==> src/design/mdq_pkg.sv <==
// ----------------------------------------------------------------------------
// mdq_pkg
// Shared constants, operation and status codes, and controller/datapath
// interface structs for the shared-pool multi-deque.
// ----------------------------------------------------------------------------
package mdq_pkg;

  localparam int NUM_QUEUES = 256;
  localparam int POOL_DEPTH = 1024;
  localparam int DATA_WIDTH = 32;

  localparam int QUEUE_W = $clog2(NUM_QUEUES);
  localparam int NODE_W  = $clog2(POOL_DEPTH);
  localparam int CNT_W   = $clog2(POOL_DEPTH + 1);

  localparam logic [1:0] OP_PUSH_BACK  = 2'd0;
  localparam logic [1:0] OP_PUSH_FRONT = 2'd1;
  localparam logic [1:0] OP_POP_FRONT  = 2'd2;
  localparam logic [1:0] OP_POP_BACK   = 2'd3;

  localparam logic [1:0] ST_OK    = 2'd0;
  localparam logic [1:0] ST_EMPTY = 2'd1;
  localparam logic [1:0] ST_FULL  = 2'd2;

  // controller -> datapath
  typedef struct packed {
    logic accept;      // latch the incoming item, reads address from input
    logic commit_push; // link the new node, write the result
    logic commit_pop;  // unlink the end node, write the result
    logic commit_err;  // error result only, no state change
  } cmd_t;

  // datapath -> controller
  typedef struct packed {
    logic is_pop;   // latched op is a pop
    logic err;      // latched item fails (empty pop or full pool)
    logic out_free; // result register can take a new result this cycle
  } sts_t;

endpackage

==> src/design/mdq_ctrl.sv <==
// ----------------------------------------------------------------------------
// mdq_ctrl
// Sequencer: accept, link/check, optional node-read cycle for pops.
// ----------------------------------------------------------------------------
module mdq_ctrl
  import mdq_pkg::*;
(
  input  logic clk,
  input  logic rst_n,
  input  logic in_valid,
  output logic in_stall,
  input  sts_t sts,
  output cmd_t cmd
);

  localparam logic [1:0] S_IDLE = 2'd0;
  localparam logic [1:0] S_WORK = 2'd1;
  localparam logic [1:0] S_POP  = 2'd2;

  logic [1:0] state_r, state_nxt;

  always_comb begin
    state_nxt = state_r;
    cmd       = '0;
    case (state_r)
      S_IDLE: begin
        if (in_valid) begin
          cmd.accept = 1'b1;
          state_nxt  = S_WORK;
        end
      end
      S_WORK: begin
        if (sts.err) begin
          if (sts.out_free) begin
            cmd.commit_err = 1'b1;
            state_nxt      = S_IDLE;
          end
        end else if (sts.is_pop) begin
          state_nxt = S_POP; // node reads in flight
        end else if (sts.out_free) begin
          cmd.commit_push = 1'b1;
          state_nxt       = S_IDLE;
        end
      end
      S_POP: begin
        if (sts.out_free) begin
          cmd.commit_pop = 1'b1;
          state_nxt      = S_IDLE;
        end
      end
      default: begin
        state_nxt = S_IDLE;
      end
    endcase
  end

  assign in_stall = (state_r != S_IDLE);

  always_ff @(posedge clk) begin
    if (!rst_n) begin
      state_r <= S_IDLE;
    end else begin
      state_r <= state_nxt;
    end
  end

endmodule

==> config.mk <==
export PLATFORM = sky130hd
export DESIGN_NAME = mdq_ctrl
export DESIGN_NICKNAME = d
export VERILOG_FILES = /design/src/design/mdq_pkg.sv /design/src/design/mdq_ctrl.sv
export SDC_FILE = /design/constraint.sdc
export NUM_CORES = 1
export LEC_CHECK = 0
export CAP_MARGIN = 0
export CORE_AREA = 2 2 39 41
export DETAILED_ROUTE_END_ITERATION = 10
export DIE_AREA = 0 0 41 43
export DONT_BUFFER_PORTS = 1
export HOLD_SLACK_MARGIN = 0.03
export SYNTH_ARGS = -nofsm -noshare
export SYNTH_HDL_FRONTEND = slang
export SYNTH_SLANG_ARGS = --single-unit
==> constraint.sdc <==
create_clock -name clk -period 1.5 [get_ports clk]
set_clock_uncertainty 0.15 [all_clocks]
set_input_delay 0.225 -clock clk [delete_from_list [all_inputs] [get_ports clk]]
set_output_delay 0.225 -clock clk [all_outputs]
set_load 0.01 [all_outputs]
* Word level (Yosys, flattened, before mapping)
Cells that the tools add are included.
** Word-level totals
- Logic and storage cells :: 20
- Bits in latches :: 0
- Input port bits :: 6
- Memories :: 0
- Output and inout bits :: 5
- ROM bits :: 0
- Flip-flop bits (word level) :: 2
- Memory bits (writable) :: 0
** Operators by class
- Bitwise logic cells :: 0
- Reductions and logical operators :: 2
- Shift operators :: 0
- Div/mod/pow operators :: 0
- Multiply operators :: 0
- Muxes and demuxes :: 14
- Magnitude comparators :: 0
- Add/sub/neg operators :: 0
- Equality and inequality tests :: 3
** Operators with widths (count)
- $mux W1 :: 9
- $mux W2 :: 4
- $pmux W2 S3 :: 1
- $eq A2 B1 Y1 const B :: 1
- $eq A2 B2 Y1 const B :: 1
- $logic_not A2 Y1 :: 1
- $ne A2 B2 Y1 const B :: 1
- $reduce_bool A2 Y1 :: 1

* Logic depth before layout (Yosys ltp)
Gate-level depths: netlist of run 1.
- Depth in word-level cells :: 4
- Mapped depth :: 3
- Gate-level depth less buffers :: 3

* Least setup slack after synthesis of run 1
Ideal clock, no wire load.
- Path type :: register to output
- Start :: register state_r[0]
- End :: output port cmd[3] in the netlist's numbering
- Cell stages (with the launch flop) :: 3
- Required time :: 1.125 ns
- Buffers on the path :: 0
- Arrival :: 0.780 ns
- Slack :: 0.345 ns
- Cell sequence :: dfxtp_1 -> or2_1 -> nor2_1
** RTL lines
- from (decl) :: RTL line mdq_ctrl.sv:20 : logic [1:0] state_r, state_nxt;
- from (signal assigned) :: RTL line mdq_ctrl.sv:63 : state_r <= state_nxt;
- to (decl) :: RTL line mdq_ctrl.sv:13 : output cmd_t cmd

==> run_results.csv, run 1 <==
group,metric,value,unit
status,status,"finished, final reports clean",
synthesis,avgSynthCellArea,8.41,um^2
power,cellPowerDensity,975,nW/um^2
drt,ant_nets,0,
power,share_clk_of_total_power,57.9,%
layout,final_layout_size_suffix_gt1_share,31.8,%
synthesis,yosysTopAreaCell,"dfxtp_1",
drt,post-route-drc-count,0,
sta,slew_viol_final,0,
sta,fin_crit,1.42,ns
synthesis,synth_seq_cells,2,
synthesis,netlist_area,151,um^2
floorplan,start_util,10.9,%
floorplan,die_y,43,um
drt,drt_wl_total,339,um
layout,largest_register,"state_r",
worst_setup_path,cp_top_family,"simple AND/OR/NAND/NOR gates",
power,switching_share,22.7,%
power,seq_power_share,29.4,%
grt,grt_max_degree,8,
sta,setup_viol,0,
floorplan,die_x,41,um
drt,drt-initial-drc-count,0,
worst_setup_path,cpPeakStageDelay,0.34,ns
layout,fin_nets,30,
flow_run,max-cap-violations,0,
floorplan,fp.coreArea,1380,um^2
synthesis,ys_warn_count,0,
sta,relSlewSlack,85.4,%
drt,routedWlPerCell,8.92,um
clock_network,clk_path_buf_depth,2,
drt,dr.pass1.iters,1,
clock_network,cts_tree,"yes",
sta,worstMarginPinSlew,0.218,ns
grt,grtUsageTotal,4.61,%
clock_network,cts_setup_buffers,0,
layout,area_growth,39.7,%
clock_network,clk_latency,0.22,ns
worst_setup_path,cp.required,1.12,ns
worst_setup_path,worst_setup_path_end_kind,"primary output",
sta,setup_slack,0.0808,ns
worst_setup_path,crit_type,"reg2out",
worst_setup_path,crit_chain,"or2_1 > nor2_1",
layout,antenna_cells,0,
floorplan,dieArea,1760,um^2
worst_setup_path,worst-path-max-fanout,6,
hold_path,hold_path.class,"in2reg",
synthesis,netlist_instances,18,
drt,num_vias,132,
clock_network,clockRootBuffer,"clkbuf_4",
clock_network,htreeDepth,1,
synthesis,synth_nets,24,
synthesis,synth_top_area_share,26.4,%
place,place_congestion,0.594,
layout,fillerInstances,156,
grt,grt_antenna_before_repair,0,
power,power_leakage,0.0874,nW
grt,grt_pass1_wl,455,um
floorplan,io_pins,11,
synthesis,ys_types,13,
sta,hold_viol,0,
sta,holdWs,0.102,ns
power,internal-power,0.159,mW
layout,design_area,211,um^2
worst_setup_path,worstPathArrival,1.04,ns
sta,rsz0062_at_grt,"false",
clock_network,cts.clk_slew.worst_paths,0.03,ns
drt,via_per_inst,3.47,
layout,largestRegisters,"state_r: 2 flops",
place,pre_cts_slack,0.284,ns
power,netSwitchingPower,0.0469,mW
place,io_buffers,0,
layout,largest_register_ff_count,2,
sta,timing.final.crit_share,94.6,%
grt,grt_pass1_vias,136,
floorplan,rows,14,
sta,fmax,0.705,GHz
synthesis,seq_area_frac_synth,26.4,%
synthesis,synth_area_leaders,"dfxtp_1, nor3b_1, nand2b_4",
clock_network,clock_sinks,2,
place,hpwl,255,um
worst_setup_path,critical_path_buf_inv_count,0,
place,placed_cell_area,171,um^2
power,vdd_drop_max,0.000230,V
grt,grt-ovfl-total,0,
worst_setup_path,critPathLaunchType,"flip-flop",
power,pwr-share-comb,12.7,%
sta,fin_setup_tns,0,ns
clock_network,numCtsBuffers,3,
worst_setup_path,crit_path_top_delay_cell,"dfxtp_1",
[repair_timing]
item / CTS / global route
resized for setup: 0 / 2
endpoints found under the hold margin: 2 / 0
hold buffers: 1 / 0
setup endpoints to repair: 0 / 1
[cell type report]
type	instances	area (um^2)	area share (%)
Multi-Input combinational cell	15	114	53.8
Sequential cell	2	41.3	19.5
Clock buffer	3	22.5	10.7
Tap cell	16	20.0	9.47
Timing Repair Buffer	1	10.0	4.73
Inverter	1	3.75	1.78
[metal layers]
metal,vias to the layer above,GRT usage [%],part of all wire [%]
li1,70,-,-
met1,54,3.83,42
met2,8,5.63,46
met3,0,2.09,12
met4,0,8.00,0
met5,-,0,0
[cell usage in the layout (no fill, tap or decap)]
master | Yosys | final
dfxtp_1 | 2 | 1
or2_1 | 1 | 1
clkbuf_4 | 0 | 3
dlygate4sd3_1 | 0 | 1
a2bb2oi_1 | 1 | 1
nand2_1 | 2 | 2
nor3b_2 | 1 | 1
nor2_1 | 2 | 2
o21a_1 | 1 | 1
nor3_4 | 0 | 1
and3_1 | 1 | 1
nor3b_1 | 2 | 2
nand2b_4 | 1 | 1
inv_1 | 1 | 1
nor2b_1 | 2 | 2
dfxtp_2 | 0 | 1
[worst paths after layout]
| path | start | endpoint | slack, ns | cells after the start |
|---|---|---|---|---|
| min | sts[0] | state_r[1]$_SDFFE_PN0P_ | 0.10 | 2 |
| max | state_r[1]$_SDFFE_PN0P_ | cmd[3] | 0.08 | 2 |
| min reg2reg | state_r[1]$_SDFFE_PN0P_ | state_r[0]$_SDFFE_PN0P_ | 0.37 | 1 |
| max reg2reg | state_r[1]$_SDFFE_PN0P_ | state_r[1]$_SDFFE_PN0P_ | 0.55 | 2 |
[stage by stage]
| stage | cells | util, % | total power [mW] |
|---|---|---|---|
| 2_1_floorplan | 18 | - | 0.0813 |
| 3_3_place_gp | 34 | 12.4 | 0.0844 |
| 3_5_place_dp | 34 | 12.4 | 0.0847 |
| 4_1_cts | 38 | 14.7 | 0.217 |
| 5_1_grt | 38 | 15.3 | 0.219 |
| 6_report | 38 | 15.3 | 0.206 |
[cell usage after synthesis]
library cell  count
nor3_2            1
dfxtp_1           2
nand2b_4          1
or2_1             1
nor3b_1           2
o21a_1            1
nor2_1            2
a2bb2oi_1         1
nor2b_1           2
nor3b_2           1
inv_1             1
and3_1            1
nand2_1           2
[power groups by stage]
stage               clock, mW  combinational (mW)  sequential [mW]
floorplan                   0              0.0215           0.0599
global placement            0              0.0237           0.0607
detailed placement          0              0.0239           0.0608
CTS                     0.130              0.0262           0.0601
global route            0.129              0.0291           0.0611
finish                  0.119              0.0262           0.0606
[logic make-up (layout without fill, tap and decap cells)]
kind of cell / Yosys count / in the layout / share of synthesized area, %
buffers and inverters: 1 / 5 / 2.48
and+or+nand+nor: 13 / 13 / 60.3
AOI/OAI and AO/OA: 2 / 2 / 10.7
DFF: 2 / 2 / 26.4
Note: power is estimated with default switching activity, not from simulation.
==> run 2: changes to the inputs <==
--- a/config.mk
+++ b/config.mk
@@ -5,6 +5,7 @@
 export SDC_FILE = /design/constraint.sdc
 export NUM_CORES = 1
 export LEC_CHECK = 0
+export ABC_AREA = 1
 export CAP_MARGIN = 0
 export CORE_AREA = 2 2 39 41
 export DETAILED_ROUTE_END_ITERATION = 10
==> run 2 against run 1 <==
Die area unchanged; first-iteration DRC count increased by 6; clock power about the same; sequential share of layout area increased by 0.35 points; sequential cell count unchanged; design area decreased by 4.7%; power increased by 1.2%; final cell count increased by 26%; fmax increased by 1.0%; utilization decreased by 0.72 points; synthesized cell count increased by 56%; count of clock-buffer cells in the layout unchanged.
==> run_results.csv, run 2 <==
group,metric,value,unit
layout,utilization,14.6,%
synthesis,yosysTopAreaCell,"dfxtp_1",
sta,timing.final.crit_share,93.6,%
worst_setup_path,worst_setup_path_end_kind,"primary output",
hold_path,min_from,"sts[1]",
grt,grt_pass1_vias,117,
place,io_buffers,0,
power,cellPowerDensity,1040,nW/um^2
drt,drt_wl_total,350,um
clock_network,numCtsBuffers,3,
place,placed_cell_area,169,um^2
sta,relSlewSlack,83.0,%
sta,fmax,0.712,GHz
sta,fin_setup_tns,0,ns
synthesis,netlist_instances,28,
sta,slew_viol_final,0,
worst_setup_path,setup.worst_path.start,"state_r[1]$_SDFFE_PN0P_",
clock_network,clock_sinks,2,
sta,fin_crit,1.40,ns
power,vdd_drop_max,0.000367,V
sta,hold_viol,0,
drt,num_vias,161,
layout,design_area,201,um^2
grt,grtUsageTotal,4.40,%
synthesis,synth_seq_cells,2,
layout,fillerInstances,164,
synthesis,synthTopCellsByCount,"inv_1, nor2_1, nand2_1",
power,power_leakage,0.106,nW
grt,grt_pass1_wl,455,um
layout,antenna_cells,0,
floorplan,die_x,41,um
drt,dr.pass1.iters,4,
worst_setup_path,regToRegSetupSlack,0.57,ns
layout,fin_nets,40,
clock_network,cts_resized,0,
clock_network,htreeDepth,1,
drt,post-route-drc-count,0,
place,pre_cts_slack,0.313,ns
drt,ant_nets,0,
synthesis,synth_area_leaders,"dfxtp_1, inv_1, nor2_1",
clock_network,cts.clk_slew.worst_paths,0.03,ns
layout,final_cell_mix,"nor2_1, inv_1, nand2_1, clkbuf_4",
synthesis,avgSynthCellArea,5.32,um^2
layout,instances_no_fill,48,
layout,largest_register_ff_count,2,
grt,grt-ovfl-total,0,
layout,multiInputGateArea,78.8,um^2
drt,via_per_inst,3.35,
clock_network,clockRootBuffer,"clkbuf_4",
synthesis,netlist_area,149,um^2
synthesis,ys_types,7,
hold_path,hold_path.class,"in2reg",
hold_path,whs_path_depth,3,
floorplan,dieArea,1760,um^2
grt,grt_max_degree,6,
power,p_total,0.209,mW
floorplan,start_util,10.8,%
synthesis,synth_edf_count,0,
place,place_congestion,0.624,
layout,area_growth,35.3,%
worst_setup_path,crit_type,"reg2out",
synthesis,synth_nets,34,
worst_setup_path,cp.required,1.12,ns
drt,routedWlPerCell,7.29,um
hold_path,min_to,"state_r[1]$_SDFFE_PN0P_",
synthesis,synth_async_sr_flop_share,0,%
worst_setup_path,worst-path-max-fanout,5,
clock_network,cts_tree,"yes",
floorplan,rows,14,
layout,final_layout_size_suffix_gt1_share,12.5,%
worst_setup_path,reg2reg_depth,4,
clock_network,clk_latency,0.22,ns
floorplan,io_pins,11,
status,status,"finished, final reports clean",
drt,drt-initial-drc-count,6,
layout,largestRegisters,"state_r: 2 flops",
clock_network,clk_path_buf_depth,2,
sta,worstMarginPinSlew,0.254,ns
place,numPlacedInstances,44,
worst_setup_path,critPathLaunchType,"flip-flop",
flow_run,max-cap-violations,0,
sta,holdWs,0.0405,ns
grt,grt_antenna_before_repair,0,
layout,seq_area,40.0,um^2
worst_setup_path,r2r_start,"state_r[1]$_SDFFE_PN0P_",
worst_setup_path,worstPathArrival,1.03,ns
floorplan,die_y,43,um
synthesis,ys_warn_count,0,
synthesis,yosys_most_used_dff,"dfxtp_1",
layout,largest_register,"state_r",
sta,rsz0062_at_grt,"false",
floorplan,fp.coreArea,1380,um^2
synthesis,synth_top_area_share,26.9,%
sta,setup_slack,0.0953,ns
sta,setup_viol,0,
worst_setup_path,reg2reg_to,"state_r[0]$_SDFFE_PN0P_",
synthesis,seq_area_frac_synth,26.9,%
place,hpwl,292,um
-- run 2: cell types whose count changed after synthesis, sizes merged --
cell and change:
o21a -1, nand3 +2, nor2b -2, or2 -1
nand2b -1, a2bb2oi -1, nor2 +6, nand2 +3
nor3b -3, a21oi +2, inv +7, and3 -1
-- run 2: worst max-delay path by stage --
| stage | endpoint |
|---|---|
| 6_report | cmd[3] |
| 5_1_grt | cmd[3] |
| 4_1_cts | cmd[3] |
| 2_1_floorplan | cmd[3] |
| 3_5_place_dp | cmd[3] |
| 3_3_place_gp | cmd[3] |
-- run 2: cell families (layout without fill, tap and decap cells) --
kind of cell | Yosys count | count (layout) | share of synthesized area (%)
AND/OR/NAND/NOR | 16 | 16 | 46.2
flip-flops | 2 | 2 | 26.9
AO/OA/AOI/OAI | 2 | 2 | 6.72
buffers and inverters | 8 | 12 | 20.2
-- run 2: timing repair --
item                                   4_1_cts  5_1_grt
hold buffers                                 1        0
setup buffers                                0        0
endpoints found under the hold margin        2        0
-- run 2: area by class of cell --
class,count,area share (%)
tap,16,9.94
multi-input combinational,18,39.1
timing repair buffer,1,4.97
sequential,2,19.9
inverter,8,14.9
clock buffer,3,11.2
-- run 2: power breakdown --
group,internal [mW],leakage [nW],switching [mW]
logic,0.0107,0.0755,0.0228
clock network,0.0881,0.0138,0.0278
registers,0.0571,0.0164,0.00214
total,0.156,0.106,0.0527
-- run 2: per-layer routing --
metal,routed length [um],GRT usage [%],vias to the layer above
met5,0,0,-
met4,0,4.00,0
met3,71,6.28,0
met2,126,3.44,9
met1,152,4.78,63
li1,-,-,89
-- run 2: worst max-delay path, stage by stage (launching register included) --
cell and delay (ns):
dfxtp_1 0.33, nor2_1 0.17, inv_1 0.12, nor2_1 0.19
==> run 3: changes to the inputs <==
==> constraint.sdc (replaced) <==
create_clock -name clk -period 1.5 [get_ports clk]
set_clock_uncertainty 0.15 [all_clocks]
set_input_delay 0.225 -clock clk [delete_from_list [all_inputs] [get_ports clk]]
set_output_delay 0.225 -clock clk [all_outputs]
set_load 0.1 [all_outputs]
==> run 3 against run 2 <==
The flow now finishes with violations (negative setup slack); clock power up 5%; via count up 15%; non-clock buffer count up 5; first-iteration DRC count down 83%; highest routed layer is now met4; design area up 70%; sequential power up 3.7%; sequential share of layout area down 7.5 points; sequential cell count unchanged.
==> run_results.csv, run 3 (synthesized netlist as in run 2, its figures left out) <==
group,metric,value,unit
clock_network,numCtsBuffers,3,
floorplan,die_x,41,um
drt,num_vias,185,
worst_setup_path,critPathLaunchType,"flip-flop",
floorplan,start_util,10.8,%
drt,routedWlPerCell,7.51,um
sta,fmax,0.643,GHz
grt,grt_antenna_before_repair,0,
place,io_buffers,0,
floorplan,fp.coreArea,1380,um^2
clock_network,cts_setup_buffers,0,
status,status,"finished with violations",
drt,dr.pass1.iters,2,
layout,design_area,343,um^2
grt,met1_usage,6.71,%
worst_setup_path,cpPeakStageDelay,0.33,ns
sta,worstMarginPinSlew,0.191,ns
layout,fillerInstances,152,
grt,grt-ovfl-total,0,
floorplan,die_y,43,um
sta,timing.final.crit_share,104,%
layout,largest_register_ff_count,2,
layout,fin_nets,45,
layout,multiInputGateArea,118,um^2
grt,grt_max_degree,6,
hold_path,hold_path.class,"in2reg",
place,placed_cell_area,298,um^2
sta,hold_viol,0,
layout,final_common_cell,"inv_1",
grt,busiest_layer,"met4",
clock_network,clock_sinks,2,
layout,largestRegisters,"state_r: 2 flops",
place,place_congestion,0.541,
grt,grt_util_met2,8.13,%
power,power_leakage,0.153,nW
sta,setup_viol,1,
layout,largest_register,"state_r",
status,violations,"negative setup slack",
layout,antenna_cells,0,
worst_setup_path,crit_chain,"inv_2 > nor2_4 > inv_2 > nor3_4 > buf_12",
place,hpwl,328,um
sta,slew_viol_final,0,
worst_setup_path,cp.required,1.12,ns
worst_setup_path,worst-path-max-fanout,3,
clock_network,clockRootBuffer,"clkbuf_4",
place,numPlacedInstances,49,
clock_network,cts.clk_slew.worst_paths,0.03,ns
layout,instances_no_fill,53,
grt,use_met3,2.09,%
layout,area_growth,130,%
sta,setup_slack,-0.0544,ns
worst_setup_path,worstPathArrival,1.18,ns
drt,via_per_inst,3.49,
layout,seq_area,42.5,um^2
floorplan,dieArea,1760,um^2
worst_setup_path,crit_type,"reg2out",
grt,grt_pass1_wl,710,um
power,cellPowerDensity,923,nW/um^2
worst_setup_path,cpMostUsedCell,"inv_2",
grt,grtUsageTotal,6.61,%
floorplan,rows,14,
floorplan,io_pins,11,
place,pre_cts_slack,0.147,ns
worst_setup_path,worst_setup_path_end_kind,"primary output",
flow_run,max-cap-violations,0,
drt,drt-initial-drc-count,1,
drt,drt_wl_total,398,um
layout,final_layout_size_suffix_gt1_share,48.6,%
sta,fin_crit,1.55,ns
layout,final_cell_mix,"inv_1, nand2_1, buf_12, nor2_4",
drt,post-route-drc-count,0,
sta,rsz0062_at_grt,"true",
grt,grt_pass1_vias,193,
worst_setup_path,crit_path_top_delay_cell,"dfxtp_2",
clock_network,clk_path_buf_depth,2,
clock_network,clk_latency,0.23,ns
clock_network,htreeDepth,1,
clock_network,cts_tree,"yes",
power,p_total,0.317,mW
power,vdd_drop_max,0.000298,V
sta,relSlewSlack,87.2,%
drt,ant_nets,0,
[run 3: changes by cell type in the layout (fill, tap and decap cells not counted), moves of 2 or more]
cell     change
dfxtp_1      -2
nor2_1       -5
inv_1        -2
dfxtp_2      +2
nor2_4       +4
buf_12       +5
inv_2        +2
[run 3: layout make-up]
class	count	area share, %
clock buffers	3	6.57
inverters	8	8.76
multi-input cells	18	34.3
flip-flops and latches	2	12.4
well taps	16	5.84
repair buffers	6	32.1
[run 3: repair_timing]
| item | in CTS | in global routing |
|---|---|---|
| gates resized for setup | 2 | 5 |
| pin swaps | 0 | 2 |
| gates cloned | 0 | 0 |
| hold buffers | 1 | 0 |
| setup endpoints to repair | 3 | 3 |
| endpoints found under the hold margin | 2 | 0 |
[run 3: stage by stage]
step / utilization [%] / setup TNS (ns) / hold slack, ns
final: 24.8 / -0.0544 / 0.0348
after global routing: 24.8 / -0.134 / 0.0498
after detailed placement: 21.5 / 0 / 0.197
after global placement: 21.5 / 0 / 0.192
after CTS: 24.1 / -0.0981 / 0.0353
after floorplan: - / -0.600 / 0.184
[run 3: where the power goes]
group          leakage [nW]  internal (mW)  total, mW  switching (mW)
registers            0.0172         0.0578     0.0614         0.00363
logic                 0.122         0.0444      0.133          0.0889
clock network        0.0138         0.0885      0.122          0.0333
total                 0.153          0.191      0.317           0.126
[run 3: final timing paths]
path | start | endpoint | slack [ns] | cells past startpoint
max | state_r[0]$_SDFFE_PN0P_ | cmd[0] | -0.05 | 5
min | sts[1] | state_r[1]$_SDFFE_PN0P_ | 0.03 | 3
max reg2reg | state_r[0]$_SDFFE_PN0P_ | state_r[1]$_SDFFE_PN0P_ | 0.60 | 4
min reg2reg | state_r[1]$_SDFFE_PN0P_ | state_r[1]$_SDFFE_PN0P_ | 0.39 | 2
[run 3: metal layers]
layer / routed length, um / vias to the layer above
met2: 190 / 10
met4: 14 / 0
met1: 135 / 73
met3: 57 / 2
met5: 0 / -
li1: - / 100
[run 3: worst max-delay path, delay by kind of cell (launching register included)]
| family | cells | cell delay [ns] |
|---|---|---|
| simple gates | 2 | 0.31 |
| flops | 1 | 0.33 |
| buf+inv | 3 | 0.31 |
